File: config.mk
export PLATFORM = sky130hd
export DESIGN_NAME = ctc_digit_greedy_decoder_unit_flat
export DESIGN_NICKNAME = d
export VERILOG_FILES = /design/src/rtl/ctcdg_pkg.sv /design/src/rtl/ctcdg_score_if.sv /design/src/rtl/ctcdg_result_if.sv /design/src/rtl/ctcdg_queue.sv /design/src/rtl/ctcdg_front.sv /design/src/rtl/ctcdg_back.sv /design/src/rtl/ctc_digit_greedy_decoder_unit.sv /design/src/flat_wrapper.sv
export SDC_FILE = /design/constraint.sdc
export NUM_CORES = 1
export LEC_CHECK = 0
export BUFFER_PORTS_ARGS = -buffer_cell sky130_fd_sc_hd__buf_2
export CAP_MARGIN = 10
export CORE_MARGIN = 1.5
export CORE_UTILIZATION = 62
export CTS_CLUSTER_DIAMETER = 80
export DETAILED_ROUTE_END_ITERATION = 12
export PLACE_DENSITY = 0.79
export REMOVE_ABC_BUFFERS = 1
export SLEW_MARGIN = 10
export SYNTH_ARGS = -nofsm -noshare
export SYNTH_HDL_FRONTEND = slang
export SYNTH_SLANG_ARGS = --single-unit
File: constraint.sdc
create_clock -name clk -period 7.26 [get_ports clk]
set_clock_uncertainty 0.15 [all_clocks]
set_input_delay 1.089 -clock clk [delete_from_list [all_inputs] [get_ports clk]]
set_output_delay 1.089 -clock clk [all_outputs]
set_load 0.005 [all_outputs]
File: src/rtl/ctcdg_pkg.sv
// Shared constants and types of the CTC digit greedy decoder.
`timescale 1ns / 1ps

package ctcdg_pkg;

	// Field widths fixed by the interface.
	localparam int unsigned SCORE_W  = 8;
	localparam int unsigned NUMBER_W = 31;
	// Headroom for accumulator * 10 + digit before the saturation check.
	localparam int unsigned WIDE_W   = NUMBER_W + 4;

	localparam int unsigned DEFAULT_MAX_CLASSES = 16;
	localparam int unsigned QUEUE_DEPTH         = 2;

	localparam logic [NUMBER_W-1:0] NUMBER_MAX   = {NUMBER_W{1'b1}};
	localparam logic [3:0]          DECIMAL_BASE = 4'd10;
	localparam int unsigned         BLANK_INDEX  = 0;

	// Status of the symbol queue as seen by the front and back parts.
	typedef struct packed {
		logic valid;
		logic full;
	} q_status_t;

endpackage

File: src/rtl/ctcdg_score_if.sv
// Score input channel: one class score per beat.
`timescale 1ns / 1ps

interface ctcdg_score_if;
	logic                                valid;
	logic                                ready;
	logic signed [ctcdg_pkg::SCORE_W-1:0] score;
	logic                                class_last;
	logic                                step_last;

	modport source (output valid, output score, output class_last, output step_last,
		input ready);
	modport sink (input valid, input score, input class_last, input step_last,
		output ready);
endinterface

File: src/rtl/ctcdg_result_if.sv
// Result output channel: one decoded number per beat.
`timescale 1ns / 1ps

interface ctcdg_result_if;
	logic                             valid;
	logic                             ready;
	logic [ctcdg_pkg::NUMBER_W-1:0]   number;
	logic                             overflow;

	modport source (output valid, output number, output overflow, input ready);
	modport sink (input valid, input number, input overflow, output ready);
endinterface

File: src/rtl/ctcdg_queue.sv
// Short register queue of closed timesteps between the front and back parts.
`timescale 1ns / 1ps

module ctcdg_queue #(
	parameter int unsigned WIDTH = 5,
	parameter int unsigned DEPTH = ctcdg_pkg::QUEUE_DEPTH
) (
	input  logic                 clk,
	input  logic                 arst_n,
	input  logic                 push,
	input  logic [WIDTH-1:0]     push_data,
	input  logic                 pop,
	output logic [WIDTH-1:0]     head_data,
	output ctcdg_pkg::q_status_t status
);

	localparam int unsigned PTR_W = (DEPTH > 1) ? $clog2(DEPTH) : 1;
	localparam int unsigned CNT_W = $clog2(DEPTH + 1);

	logic [WIDTH-1:0] entry_q [DEPTH];
	logic [PTR_W-1:0] wr_ptr_q;
	logic [PTR_W-1:0] rd_ptr_q;
	logic [CNT_W-1:0] count_q;

	// Status and head entry.
	always_comb begin
		status.valid = (count_q != '0);
		status.full  = (count_q == CNT_W'(DEPTH));
		head_data    = entry_q[rd_ptr_q];
	end

	// Storage; written on every push, which the front part gives only while not full.
	always_ff @(posedge clk) begin
		if (push) begin
			entry_q[wr_ptr_q] <= push_data;
		end
	end

	// Pointers and fill count.
	always_ff @(posedge clk or negedge arst_n) begin
		if (!arst_n) begin
			wr_ptr_q <= '0;
			rd_ptr_q <= '0;
			count_q  <= '0;
		end else begin
			if (push) begin
				wr_ptr_q <= (wr_ptr_q == PTR_W'(DEPTH - 1)) ? '0 : wr_ptr_q + 1'b1;
			end
			if (pop) begin
				rd_ptr_q <= (rd_ptr_q == PTR_W'(DEPTH - 1)) ? '0 : rd_ptr_q + 1'b1;
			end
			if (push && !pop) begin
				count_q <= count_q + 1'b1;
			end else if (pop && !push) begin
				count_q <= count_q - 1'b1;
			end
		end
	end

endmodule

File: src/rtl/ctcdg_front.sv
// Front part: running argmax over the class scores of each timestep.
`timescale 1ns / 1ps

module ctcdg_front #(
	parameter int unsigned MAX_CLASSES = ctcdg_pkg::DEFAULT_MAX_CLASSES
) (
	input  logic                         clk,
	input  logic                         arst_n,
	ctcdg_score_if.sink                  scores,
	input  ctcdg_pkg::q_status_t         q_status,
	output logic                         push,
	output logic [$clog2(MAX_CLASSES):0] push_data
);

	localparam int unsigned IDX_W = $clog2(MAX_CLASSES);
	localparam int unsigned CNT_W = $clog2(MAX_CLASSES + 1);

	logic [CNT_W-1:0]                     class_index_q;
	logic signed [ctcdg_pkg::SCORE_W-1:0] best_score_q;
	logic [IDX_W-1:0]                     best_index_q;

	logic                                 beat;
	logic                                 first;
	logic                                 in_range;
	logic                                 take;
	logic [IDX_W-1:0]                     cand_index;

	assign scores.ready = !q_status.full;
	assign beat         = scores.valid && scores.ready;

	// Argmax step: the first score opens the timestep, later ones win only when
	// strictly greater, and scores past the last class slot are ignored.
	always_comb begin
		first      = (class_index_q == '0);
		in_range   = (class_index_q < CNT_W'(MAX_CLASSES));
		take       = first || (in_range && (scores.score > best_score_q));
		if (first) begin
			cand_index = '0;
		end else if (take) begin
			cand_index = class_index_q[IDX_W-1:0];
		end else begin
			cand_index = best_index_q;
		end
		push      = beat && scores.class_last;
		push_data = {scores.step_last, cand_index};
	end

	// Per-timestep search state.
	always_ff @(posedge clk or negedge arst_n) begin
		if (!arst_n) begin
			class_index_q <= '0;
			best_score_q  <= '0;
			best_index_q  <= '0;
		end else if (beat) begin
			if (scores.class_last) begin
				class_index_q <= '0;
				best_score_q  <= '0;
				best_index_q  <= '0;
			end else begin
				if (in_range && (class_index_q < CNT_W'(MAX_CLASSES - 1))) begin
					class_index_q <= class_index_q + 1'b1;
				end else begin
					class_index_q <= CNT_W'(MAX_CLASSES);
				end
				if (take) begin
					best_score_q <= scores.score;
				end
				best_index_q <= cand_index;
			end
		end
	end

endmodule

File: src/rtl/ctcdg_back.sv
// Back part: CTC collapse, saturating decimal accumulation and result register.
`timescale 1ns / 1ps

module ctcdg_back #(
	parameter int unsigned MAX_CLASSES = ctcdg_pkg::DEFAULT_MAX_CLASSES
) (
	input  logic                         clk,
	input  logic                         arst_n,
	input  ctcdg_pkg::q_status_t         q_status,
	input  logic [$clog2(MAX_CLASSES):0] head_data,
	output logic                         pop,
	ctcdg_result_if.source               results
);

	localparam int unsigned IDX_W  = $clog2(MAX_CLASSES);
	localparam int unsigned WIDE_W = ctcdg_pkg::WIDE_W;
	localparam int unsigned NUM_W  = ctcdg_pkg::NUMBER_W;

	logic [NUM_W-1:0]  acc_q;
	logic              ovf_q;
	logic [IDX_W-1:0]  prev_q;
	logic              out_valid_q;
	logic [NUM_W-1:0]  number_q;
	logic              overflow_q;

	logic              head_last;
	logic [IDX_W-1:0]  head_idx;
	logic              keep;
	logic [WIDE_W-1:0] next_wide;
	logic [NUM_W-1:0]  new_acc;
	logic              new_ovf;

	assign head_last = head_data[IDX_W];
	assign head_idx  = head_data[IDX_W-1:0];

	// A closing symbol may leave the queue only when the result register is free or its result is taken.
	assign pop = q_status.valid && (!head_last || !out_valid_q || results.ready);

	assign results.valid    = out_valid_q;
	assign results.number   = number_q;
	assign results.overflow = overflow_q;

	// Collapse and accumulate: acc * 10 as two shifted adds, plus index - 1.
	always_comb begin
		keep      = (head_idx != IDX_W'(ctcdg_pkg::BLANK_INDEX)) && (head_idx != prev_q);
		next_wide = ({acc_q, 3'b000} + WIDE_W'({acc_q, 1'b0}))
			+ WIDE_W'(head_idx - 1'b1);
		new_acc   = acc_q;
		new_ovf   = ovf_q;
		if (keep) begin
			if (ovf_q || (next_wide > WIDE_W'(ctcdg_pkg::NUMBER_MAX))) begin
				new_acc = ctcdg_pkg::NUMBER_MAX;
				new_ovf = 1'b1;
			end else begin
				new_acc = next_wide[NUM_W-1:0];
			end
		end
	end

	// Sequence state; cleared after the closing timestep of a sequence.
	always_ff @(posedge clk or negedge arst_n) begin
		if (!arst_n) begin
			acc_q  <= '0;
			ovf_q  <= 1'b0;
			prev_q <= IDX_W'(ctcdg_pkg::BLANK_INDEX);
		end else if (pop) begin
			if (head_last) begin
				acc_q  <= '0;
				ovf_q  <= 1'b0;
				prev_q <= IDX_W'(ctcdg_pkg::BLANK_INDEX);
			end else begin
				acc_q  <= new_acc;
				ovf_q  <= new_ovf;
				prev_q <= head_idx;
			end
		end
	end

	// Result register valid flag.
	always_ff @(posedge clk or negedge arst_n) begin
		if (!arst_n) begin
			out_valid_q <= 1'b0;
		end else if (pop && head_last) begin
			out_valid_q <= 1'b1;
		end else if (results.ready) begin
			out_valid_q <= 1'b0;
		end
	end

	// Result payload.
	always_ff @(posedge clk) begin
		if (pop && head_last) begin
			number_q   <= new_acc;
			overflow_q <= new_ovf;
		end
	end

endmodule

File: src/rtl/ctc_digit_greedy_decoder_unit.sv
// Top level of the CTC greedy digit decoder.
// A closing beat goes through the queue and is popped into the result register.
// Throughput: one score beat per cycle unless the queue is full, set by the argmax
// compare in the front and the multiply-add and saturation check in the back.
// Reset: arst_n clears the search, queue, accumulator and result flag at once.
`timescale 1ns / 1ps

module ctc_digit_greedy_decoder_unit #(
	parameter int unsigned MAX_CLASSES = ctcdg_pkg::DEFAULT_MAX_CLASSES
) (
	input  logic           clk,
	input  logic           arst_n,
	ctcdg_score_if.sink    scores,
	ctcdg_result_if.source results
);

	localparam int unsigned ENTRY_W = $clog2(MAX_CLASSES) + 1;

	ctcdg_pkg::q_status_t q_status;
	logic                 push;
	logic [ENTRY_W-1:0]   push_data;
	logic                 pop;
	logic [ENTRY_W-1:0]   head_data;

	// Argmax per timestep.
	ctcdg_front #(
		.MAX_CLASSES (MAX_CLASSES)
	) u_front (
		.clk       (clk),
		.arst_n    (arst_n),
		.scores    (scores),
		.q_status  (q_status),
		.push      (push),
		.push_data (push_data)
	);

	// Closed timesteps waiting for the back part.
	ctcdg_queue #(
		.WIDTH (ENTRY_W),
		.DEPTH (ctcdg_pkg::QUEUE_DEPTH)
	) u_queue (
		.clk       (clk),
		.arst_n    (arst_n),
		.push      (push),
		.push_data (push_data),
		.pop       (pop),
		.head_data (head_data),
		.status    (q_status)
	);

	// Collapse, accumulate and deliver.
	ctcdg_back #(
		.MAX_CLASSES (MAX_CLASSES)
	) u_back (
		.clk       (clk),
		.arst_n    (arst_n),
		.q_status  (q_status),
		.head_data (head_data),
		.pop       (pop),
		.results   (results)
	);

endmodule

File: src/flat_wrapper.sv
// flat-port wrapper written by rule: the top's interface ports become plain ports
module ctc_digit_greedy_decoder_unit_flat 
#(
	parameter int unsigned MAX_CLASSES = ctcdg_pkg::DEFAULT_MAX_CLASSES
)
  (clk, arst_n, scores_valid, scores_score, scores_class_last, scores_step_last, scores_ready, results_valid, results_number, results_overflow, results_ready);
  ctcdg_score_if scores_i ();
  ctcdg_result_if results_i ();
  input  logic clk;
  input  logic arst_n;
  input wire logic [$bits(scores_i.valid)-1:0] scores_valid;
  input wire logic [$bits(scores_i.score)-1:0] scores_score;
  input wire logic [$bits(scores_i.class_last)-1:0] scores_class_last;
  input wire logic [$bits(scores_i.step_last)-1:0] scores_step_last;
  output wire logic [$bits(scores_i.ready)-1:0] scores_ready;
  output wire logic [$bits(results_i.valid)-1:0] results_valid;
  output wire logic [$bits(results_i.number)-1:0] results_number;
  output wire logic [$bits(results_i.overflow)-1:0] results_overflow;
  input wire logic [$bits(results_i.ready)-1:0] results_ready;
  assign scores_i.valid = scores_valid;
  assign scores_i.score = scores_score;
  assign scores_i.class_last = scores_class_last;
  assign scores_i.step_last = scores_step_last;
  assign scores_ready = scores_i.ready;
  assign results_valid = results_i.valid;
  assign results_number = results_i.number;
  assign results_overflow = results_i.overflow;
  assign results_i.ready = results_ready;
  ctc_digit_greedy_decoder_unit #(.MAX_CLASSES(MAX_CLASSES)) u_core (.clk(clk), .arst_n(arst_n), .scores(scores_i), .results(results_i));
endmodule
Yosys cells after proc, flatten, opt, wreduce, memory -nomap -nowiden
Memory sizes are Yosys's and may differ from the RTL's.
Cells that the tools add are included.
{"block": "word_totals", "reg_bits": 90, "latchBits": 0, "mem_bits_rw": 10, "mem_bits_ro": 0, "inputBits": 14, "out_inout_bits": 34, "elab_cells": 74, "memories": 1}
{"block": "op_classes", "addsub": 8, "mul": 0, "n_div": 0, "order_cmp": 4, "n_eq_ne": 2, "n_shift": 0, "mux": 22, "bitwise_logic": 0, "reduce_logical": 25}
{"memory": "u_core.u_queue.entry_q", "depth": 2, "width": 5, "read_ports": 1, "rd_ports_with_merged_regs": 0, "write_ports": 1, "line": "ctcdg_queue.sv:20", "source": "logic [WIDTH-1:0] entry_q [DEPTH];"}
{"operator": "$mux W31", "count": 3}
{"operator": "$add A34 B32 Y35", "count": 1}
{"operator": "$add A35 B35 Y35", "count": 1}
{"operator": "$gt A35 B31 Y1 const B", "count": 1}
{"operator": "$mux W4", "count": 4}
{"operator": "$mux W8", "count": 2}
{"operator": "$mux W5", "count": 2}
{"operator": "$logic_and A1 B1 Y1", "count": 9}
{"operator": "$mux W1", "count": 9}
{"operator": "$gt A8 B8 Y1", "count": 1}
{"operator": "$reduce_bool A2 Y1", "count": 4}
{"operator": "$add A5 B1 Y5 const B", "count": 1}
{"operator": "$logic_not A1 Y1", "count": 5}
{"operator": "$logic_not A5 Y1", "count": 1}
{"operator": "$lt A5 B4 Y1 const B", "count": 1}
{"operator": "$lt A5 B5 Y1 const B", "count": 1}
{"operator": "$sub A4 B1 Y5 const B", "count": 1}
{"operator": "$logic_or A1 B1 Y1", "count": 4}
{"operator": "$mux W2", "count": 2}
{"operator": "$ne A4 B4 Y1", "count": 1}
{"operator": "$reduce_bool A4 Y1", "count": 1}
{"operator": "$add A1 B1 Y1 const B", "count": 2}
{"operator": "$add A2 B1 Y2 const B", "count": 1}
{"operator": "$eq A2 B2 Y1 const B", "count": 1}
{"operator": "other kinds (2)", "count": 2}

Longest topological paths before layout
Gate-level depths: netlist (run 1).
{"block": "depth", "word_depth": 8, "ltp_mapped": 18, "ltp_nobuf": 16}

By module
From an unflattened synthesis (run 1), not the netlist that was laid out.
{"block": "unflattened", "cells_unflattened": 741, "hier_area_um2": 7400.8}
{"mod": "ctcdg_back", "instances": 1, "cells_each": 568, "area_per_inst_um2": 5425.2, "seq_area_each_um2": 1886.8}
{"mod": "ctcdg_front", "instances": 1, "cells_each": 141, "area_per_inst_um2": 1422.6, "seq_area_each_um2": 425.4}
{"mod": "ctcdg_queue", "instances": 1, "cells_each": 32, "area_per_inst_um2": 553.0, "seq_area_each_um2": 400.4}

Worst setup path after synthesis (run 1)
No wires, ideal clock.
{"block": "synth_path", "path_type": "register to register", "from": "reg u_core.u_queue.rd_ptr_q", "to": "reg u_core.u_back.number_q[21], in the netlist u_core.u_back.results.number[21], data pin", "t_arrival_ns": 4.898, "setup_slack_ns": 1.943, "path_stages_with_launch": 17, "n_path_buf": 2, "cell_sequence": "dfrtp_1 > buf_2 > mux2i_1 > ha_1 > and3_1 > fa_1 > ha_1 > a21o_1 > a21o_1 > a2111o_1 > nand3_1 > o2111ai_1 > a21oi_2 > nand4_4 > nor3_4 > buf_6 > a31oi_2"}
{"block": "synth_via", "elab_chain_cells": 7, "elab_cells_between_ends": 10}
{"element": "from (decl)", "line": "ctcdg_queue.sv:22", "source": "logic [PTR_W-1:0] rd_ptr_q;"}
{"element": "from (signal assigned)", "line": "ctcdg_queue.sv:50", "source": "rd_ptr_q <= (rd_ptr_q == PTR_W'(DEPTH - 1)) ? '0 : rd_ptr_q + 1'b1;"}
{"element": "$mem_v2 Z2 W5 (*)"}
{"element": "$sub A4 B1 Y5", "line": "ctcdg_back.sv:47", "source": "+ WIDE_W'(head_idx - 1'b1);"}
{"element": "$add A35 B35 Y35", "line": "ctcdg_back.sv:47"}
{"element": "$gt A35 B31 Y1", "line": "ctcdg_back.sv:51", "source": "if (ovf_q || (next_wide > WIDE_W'(ctcdg_pkg::NUMBER_MAX))) begin"}
{"element": "$logic_or A1 B1 Y1", "line": "ctcdg_back.sv:51"}
{"element": "$mux W31", "line": "ctcdg_back.sv:51"}
{"element": "$mux W31 (*)", "line": "ctcdg_back.sv:50", "source": "if (keep) begin"}
{"element": "via u_core.u_back.new_acc[21]", "line": "ctcdg_back.sv:30", "source": "logic [NUM_W-1:0] new_acc;"}
{"element": "to (signal assigned)", "line": "ctcdg_back.sv:93", "source": "number_q <= new_acc;"}
{"element": "to (decl)", "line": "ctcdg_back.sv:23", "source": "logic [NUM_W-1:0] number_q;"}
Mark *: on every way through the listed nets, which the timed path passes. The rest lies on a longest branch.
A chain may end at the register's enable or synchronous reset.

Final worst setup path (run 1)
{"block": "layout_path", "from": "reg u_core.u_queue.rd_ptr_q", "to": "reg u_core.u_back.acc_q[4]"}
{"block": "layout_via", "elab_chain_cells": 8, "elab_cells_between_ends": 15}
{"element": "$mem_v2 Z2 W5 (*)"}
{"element": "$sub A4 B1 Y5", "line": "ctcdg_back.sv:47"}
{"element": "$add A35 B35 Y35", "line": "ctcdg_back.sv:47"}
{"element": "$gt A35 B31 Y1", "line": "ctcdg_back.sv:51"}
{"element": "$logic_or A1 B1 Y1", "line": "ctcdg_back.sv:51"}
{"element": "$mux W31", "line": "ctcdg_back.sv:51"}
{"element": "$mux W31", "line": "ctcdg_back.sv:50"}
{"element": "$mux W31", "line": "ctcdg_back.sv:67", "source": "if (head_last) begin"}
{"element": "to (signal assigned)", "line": "ctcdg_back.sv:72", "source": "acc_q <= new_acc;"}
{"element": "to (decl)", "line": "ctcdg_back.sv:19", "source": "logic [NUM_W-1:0] acc_q;"}
Mark *: on every way between the ends. The rest lies on a longest branch, timed or not.

==> run summary, run 1 <==
Area grow syn2layout: 8.35%
Die height: 110 um
Post-synth ARST share: 58.0%
Kind of critical path: reg -> reg
Post-cts resize count: 0
Total CTS buffers: 9
Placed Area: 7410 um^2
Max Buffers Root-to-Sink: 2
Fin util: 69.9%
Worst-Margin Slew: 1.20 ns
Number of global-route vias before repair: 5383
DR WL/cell: 18.6 um
I/O pins: 48
MaxCap Viol Count: 0
Max-Slew Margin vs Limit: 19.5%
Post-DRT Antenna Nets: 0
Yosys warns: 0
Worst path buffer plus inverter count: 2
First-pass detailed-route iteration total: 8
Flops & latches, synth: 100
Fin area: 7710 um^2
Slowest-stage cell, CP: o31ai_4
Clock insertion delay at the later pin of the skew report: 0.36 ns
H-tree Lvls: 3
Hold Crit Class: reg -> reg
Final TNS setup: 0 ns
Largest net degree at the start of global routing: 59
Worst EP required: 7.28 ns
Final RePlAce weighted congestion: 0.956
Pins over their slew limit: 0
Row count: 38
Run status: finished, final reports clean
Initial Util: 64.5%
CP cell instances: mux2i_2 > ha_1 > and3_1 > buf_4 > fa_1 > ha_1 > a21oi_1 > o21ai_1 > a311oi_1 > nor3_1 > a2111oi_2 > o21ai_2 > xor2_4 > o31ai_4 > buf_4 > o211ai_1
F_max: 171 MHz
Syn_area_per_cell: 10.3 um^2
Antenna violations before repair: 0
TritonCTS Sinks: 100
Drt total wl: 16200 um
TritonCTS clock tree: built
Post-CTS setup buffers: 0
# setup viols final: 0
Period utilization: 80.4%
Core ar.: 11000 um^2
Final net count: 816
Remaining DRCs: 0
RSZ-0062 raised after global routing: no
Syn Std Cell Area: 7120 um^2
Hold buffers post-CTS: 0
PortBufs: 47
N_diodes: 0
Root Driver: clkbuf_16
Die width: 110 um
Global-route wire length before repair: 26800 um
Reg clk slew, reported paths: 0.07 ns
Fillers: 841
Hpwl dp: 11600 um
Crit-path max FO: 30
Total grt overflow: 0
Count of cell types in the netlist: 74
Total track usage: 29.1%
Top delay family on crit path: compound AO/OA/AOI/OAI gates
Post-synth EDFFs: 42
Arr. time, crit path: 5.86 ns
Tmin final: 5.84 ns
Via/cell ratio: 6.35
Sequential area share after synthesis: 38.1%
CP endpoint kind: flop
Via count: 5514
Initial DRC count: 423
Ys flop type: dfrtp_1
Startpoint types: flop
Synth Instances: 691
Hold Fails Final Rpt: 0
Die area: 12100 um^2
Layout cells sized above 1: 13.6%
Slowest stage delay, CP: 0.64 ns
[cell type report]
| class | instances | area, um^2 | share of cell area [%] |
|---|---|---|---|
| Clock inverter | 5 | 61.3 | 0.795 |
| Multi-Input combinational cell | 530 | 4130 | 53.6 |
| Inverter | 29 | 109 | 1.41 |
| Tap cell | 140 | 175 | 2.27 |
| Clock buffer | 11 | 243 | 3.15 |
| Timing Repair Buffer | 53 | 280 | 3.63 |
| Sequential cell | 100 | 2710 | 35.2 |
[metrics by stage]
step | instances | hold WS (ns) | setup slack, ns
after floorplan | 659 | 0.311 | 1.07
after global placement | 852 | 0.327 | 1.61
after detailed placement | 852 | 0.340 | 1.47
after CTS | 868 | 0.356 | 1.45
after global routing | 868 | 0.377 | 1.13
final | 868 | 0.358 | 1.42
[sequential cells by signal, summed over array words and instances (netlist names)]
| signal | cells |
|---|---|
| u_core.u_back.ovf_q | 1 |
| u_core.u_back.results.number | 31 |
| u_core.u_back.acc_q | 31 |
| u_core.u_back.results.overflow | 1 |
| u_core.u_queue.count_q | 2 |
| u_core.u_queue.entry_q | 10 |
| u_core.u_front.best_index_q | 4 |
| u_core.u_back.prev_q | 4 |
| u_core.u_back.results.valid | 1 |
| u_core.u_queue.rd_ptr_q | 1 |
| u_core.u_queue.wr_ptr_q | 1 |
| u_core.u_front.class_index_q | 5 |
| u_core.u_front.best_score_q | 8 |
[kinds of logic after synthesis]
logic type / after synthesis / synth area share (%)
buffers and inverters: 61 / 4.22
flip-flops: 100 / 38.1
XOR/XNOR: 40 / 5.29
AO/OA/AOI/OAI: 215 / 22.0
adder cells (fa/ha/maj): 79 / 17.0
multiplexers: 5 / 0.756
AND/OR/NAND/NOR: 191 / 12.6
[Yosys cell counts (3+ instances only)]
| cell type | number | area (um^2) |
|---|---|---|
| nand2_1 | 68 | 255 |
| nor2_1 | 61 | 229 |
| dfrtp_1 | 58 | 1450 |
| ha_1 | 49 | 613 |
| edfxtp_1 | 42 | 1260 |
| a21oi_1 | 33 | 165 |
| fa_1 | 30 | 601 |
| o211ai_1 | 30 | 225 |
| inv_1 | 29 | 109 |
| a31oi_1 | 24 | 150 |
| xnor2_1 | 23 | 201 |
| o21ai_0 | 21 | 105 |
| clkbuf_1 | 15 | 56.3 |
| xor2_1 | 15 | 131 |
| a21o_1 | 13 | 97.6 |
| o21a_1 | 12 | 90.1 |
| a22oi_1 | 11 | 82.6 |
| a31oi_2 | 10 | 125 |
| nand3_1 | 9 | 45.0 |
| nor3_1 | 9 | 45.0 |
| o22ai_1 | 9 | 56.3 |
| buf_2 | 7 | 35.0 |
| buf_6 | 7 | 78.8 |
| nand2b_1 | 7 | 43.8 |
| nand4_1 | 7 | 43.8 |
| nor2b_1 | 7 | 43.8 |
| a211oi_1 | 6 | 45.0 |
| o21ai_1 | 6 | 30.0 |
| and2_1 | 5 | 31.3 |
| and3_1 | 5 | 31.3 |
| mux2i_1 | 4 | 40.0 |
| nor4_1 | 4 | 25.0 |
| a21oi_2 | 3 | 26.3 |
[tightest hold or removal path: cells and delay by family (launching register included)]
| family | cells | cell delay, ns |
|---|---|---|
| AO/OA/AOI/OAI | 1 | 0.06 |
| flip-flops | 1 | 0.36 |
| AND/OR/NAND/NOR | 1 | 0.05 |
[final timing paths]
kind / startpoint / end / slack (ns) / cells past startpoint
max: u_core.u_queue.rd_ptr_q / u_core.u_back.acc_q[4] / 1.42 / 16
min: u_core.u_front.best_index_q[3] / u_core.u_front.best_index_q[3] / 0.36 / 2
max reg2reg: u_core.u_queue.rd_ptr_q / u_core.u_back.acc_q[4] / 1.42 / 16
min reg2reg: u_core.u_front.best_index_q[3] / u_core.u_front.best_index_q[3] / 0.36 / 2
max in group asynchronous: arst_n / u_core.u_back.acc_q[10] / 5.69 / 2
min in group asynchronous: arst_n / u_core.u_front.best_index_q[3] / 0.75 / 2
[layer usage]
layer  vias up  track usage (%)  routed length (um)
met5         -                0                   0
met1      2696             40.3                7450
met2       173             46.2                7590
met4         0             7.33                 206
met3        24             7.17                 922
li1       2621                -                   -
[cells in the final DEF (no fill, tap or decap), types with 10 or more instances in the layout]
| cell | netlist | routed |
|---|---|---|
| fa_1 | 30 | 30 |
| a31oi_1 | 24 | 23 |
| o211ai_1 | 30 | 30 |
| inv_1 | 29 | 29 |
| a21o_1 | 13 | 13 |
| a31oi_2 | 10 | 10 |
| xor2_1 | 15 | 15 |
| buf_2 | 7 | 47 |
| nor2_1 | 61 | 60 |
| a21oi_1 | 33 | 33 |
| o21ai_0 | 21 | 21 |
| ha_1 | 49 | 49 |
| dfrtp_1 | 58 | 58 |
| edfxtp_1 | 42 | 42 |
| a22oi_1 | 11 | 11 |
| xnor2_1 | 23 | 23 |
| o21a_1 | 12 | 12 |
| nand2_1 | 68 | 68 |
Power of run 1 is not shown: default switching activity piles up to over one toggle a cycle in this logic, so the estimate is an artifact.
==> run 2: changes to the inputs <==
==> constraint.sdc (replaced) <==
create_clock -name clk -period 5.8 [get_ports clk]
set_clock_uncertainty 0.15 [all_clocks]
set_input_delay 0.87 -clock clk [delete_from_list [all_inputs] [get_ports clk]]
set_output_delay 0.87 -clock clk [all_outputs]
set_load 0.005 [all_outputs]
==> run summary, run 2 (synthesis gave the netlist of run 1 again) <==
Die height: 110 um (unchanged)
Post-CTS setup buffers: 0 (unchanged)
Global-route wire length before repair: 25800 um (-3.7%)
Row count: 38 (unchanged)
Hold buffers post-CTS: 0 (unchanged)
Hold wc startpoint: u_core.u_queue.wr_ptr_q
Initial DRC count: 381 (-9.9%)
Period utilization: 89.8% (+9.4 points)
CP endpoint kind: flop
# setup viols final: 0 (unchanged)
Most common cell after layout, fill and taps aside: nand2_1
Largest net degree at the start of global routing: 68 (+15%)
Layout Cells excl Fill: 871 (+0.35%)
Hpwl dp: 10900 um (-5.6%)
N_diodes: 0 (unchanged)
DR WL/cell: 17.7 um (-4.7%)
Final WS setup: 0.591 ns (-0.831 ns)
TritonCTS Sinks: 100 (unchanged)
RSZ-0062 raised after global routing: no
Placed Area: 7440 um^2 (+0.47%)
Kind of critical path: reg -> reg
End of the worst register-to-register path: u_core.u_back.acc_q[11]
Number of global-route vias before repair: 5273 (-2.0%)
Total track usage: 27.7% (-1.4 points)
Max Buffers Root-to-Sink: 2 (unchanged)
Final RePlAce weighted congestion: 0.949 (-0.74%)
First-pass detailed-route iteration total: 6 (-2)
Worst-Margin Slew: 1.16 ns (-0.0485 ns)
Pre-CTS setup slack: 0.615 ns (-0.852 ns)
Hold path cells: 1 (-1)
R2R Setup Slk: 0.59 ns (-0.83 ns)
TritonCTS clock tree: built
Total CTS buffers: 9 (unchanged)
Tmin final: 5.21 ns (-0.629 ns)
Hold Crit Class: reg -> reg
Pins over their slew limit: 0 (unchanged)
H-tree Lvls: 3 (unchanged)
Run status: finished, final reports clean
Fin area: 7750 um^2 (+0.47%)
Initial Util: 64.5% (unchanged)
Final net count: 819 (+0.37%)
PortBufs: 47 (unchanged)
Max-Slew Margin vs Limit: 22.7% (+3.2 points)
Die width: 110 um (unchanged)
Layout cells sized above 1: 14.1% (+0.49 points)
Total grt overflow: 0 (unchanged)
Via count: 5439 (-1.4%)
Root Driver: clkbuf_16
Startpoint types: flop
Placed instance count: 855 (+0.35%)
Crit-path max FO: 31 (+3.3%)
Via/cell ratio: 6.24 (-1.7%)
Reg clk slew, reported paths: 0.07 ns (about the same)
MaxCap Viol Count: 0 (unchanged)
Worst R2R Start: u_core.u_queue.rd_ptr_q
Most frequent cells in the layout: nand2_1 (68), nor2_1 (60), dfrtp_1 (58)
Worst EP required: 5.84 ns (-1.44 ns)
Area grow syn2layout: 8.86%
F_max: 192 MHz (+12%)
Post-DRT Antenna Nets: 0 (unchanged)
I/O pins: 48 (unchanged)
Remaining DRCs: 0 (unchanged)
Die area: 12100 um^2 (unchanged)
Hold endpoint: u_core.u_queue.wr_ptr_q
Core ar.: 11000 um^2 (unchanged)
Antenna violations before repair: 0 (unchanged)
Post-cts resize count: 0 (unchanged)
Arr. time, crit path: 5.24 ns (-0.62 ns)
Hold Fails Final Rpt: 0 (unchanged)
Clock insertion delay at the later pin of the skew report: 0.36 ns (about the same)
R2R cell count: 16 (unchanged)
Drt total wl: 15500 um (-4.4%)
-- run 2: metal layers --
| layer | routed length [um] | share of wire [%] | global-route usage (%) |
|---|---|---|---|
| met1 | 7100 | 46 | 38.7 |
| met2 | 7290 | 47 | 44.3 |
| met3 | 906 | 5.9 | 6.35 |
| met4 | 155 | 1.0 | 6.59 |
| met5 | 0 | 0 | 0 |
-- run 2: worst max path at each step --
stage | startpoint | to | slack, ns | depth (start not counted)
2_1_floorplan | u_core.u_queue.rd_ptr_q | u_core.u_back.acc_q[10] | -0.39 | 6
3_3_place_gp | u_core.u_queue.rd_ptr_q | u_core.u_back.acc_q[18] | 0.75 | 16
3_5_place_dp | u_core.u_queue.rd_ptr_q | u_core.u_back.acc_q[11] | 0.61 | 16
4_1_cts | u_core.u_queue.rd_ptr_q | u_core.u_back.acc_q[11] | 0.57 | 16
5_1_grt | u_core.u_queue.rd_ptr_q | u_core.u_back.acc_q[11] | 0.19 | 16
6_report | u_core.u_queue.rd_ptr_q | u_core.u_back.acc_q[11] | 0.59 | 16
-- run 2: worst max-delay path: stages, from the launching register on --
cell       delay, ns
dfrtp_1         0.53
mux2i_1         0.49
ha_1            0.26
and3_1          0.21
buf_12          0.24
fa_1            0.46
ha_1            0.36
o211ai_1        0.18
o21ai_1         0.16
a21boi_1        0.36
o221ai_2        0.23
o2bb2ai_1       0.22
a21oi_2         0.19
nand4_4         0.17
o31ai_4         0.23
buf_4           0.39
o211ai_1        0.18
-- run 2: area by class of cell --
type                    instances  area [um^2]
clock buffers                   9          225
clock inverters                 7         80.1
fillers                       805         3280
inverters                      29          109
multi-input cells             530         4130
flip-flops and latches        100         2710
well taps                     140          175
repair buffers                 56          315
-- run 2: stage by stage --
stage | hold WS [ns] | util (%) | setup TNS, ns
after CTS | 0.342 | 70.3 | 0
final | 0.341 | 70.3 | 0
after floorplan | 0.311 | - | -15.87
after global placement | 0.327 | 67.5 | 0
after detailed placement | 0.329 | 67.5 | 0
after global routing | 0.381 | 70.3 | 0
Power of run 2 is left out for the same reason.
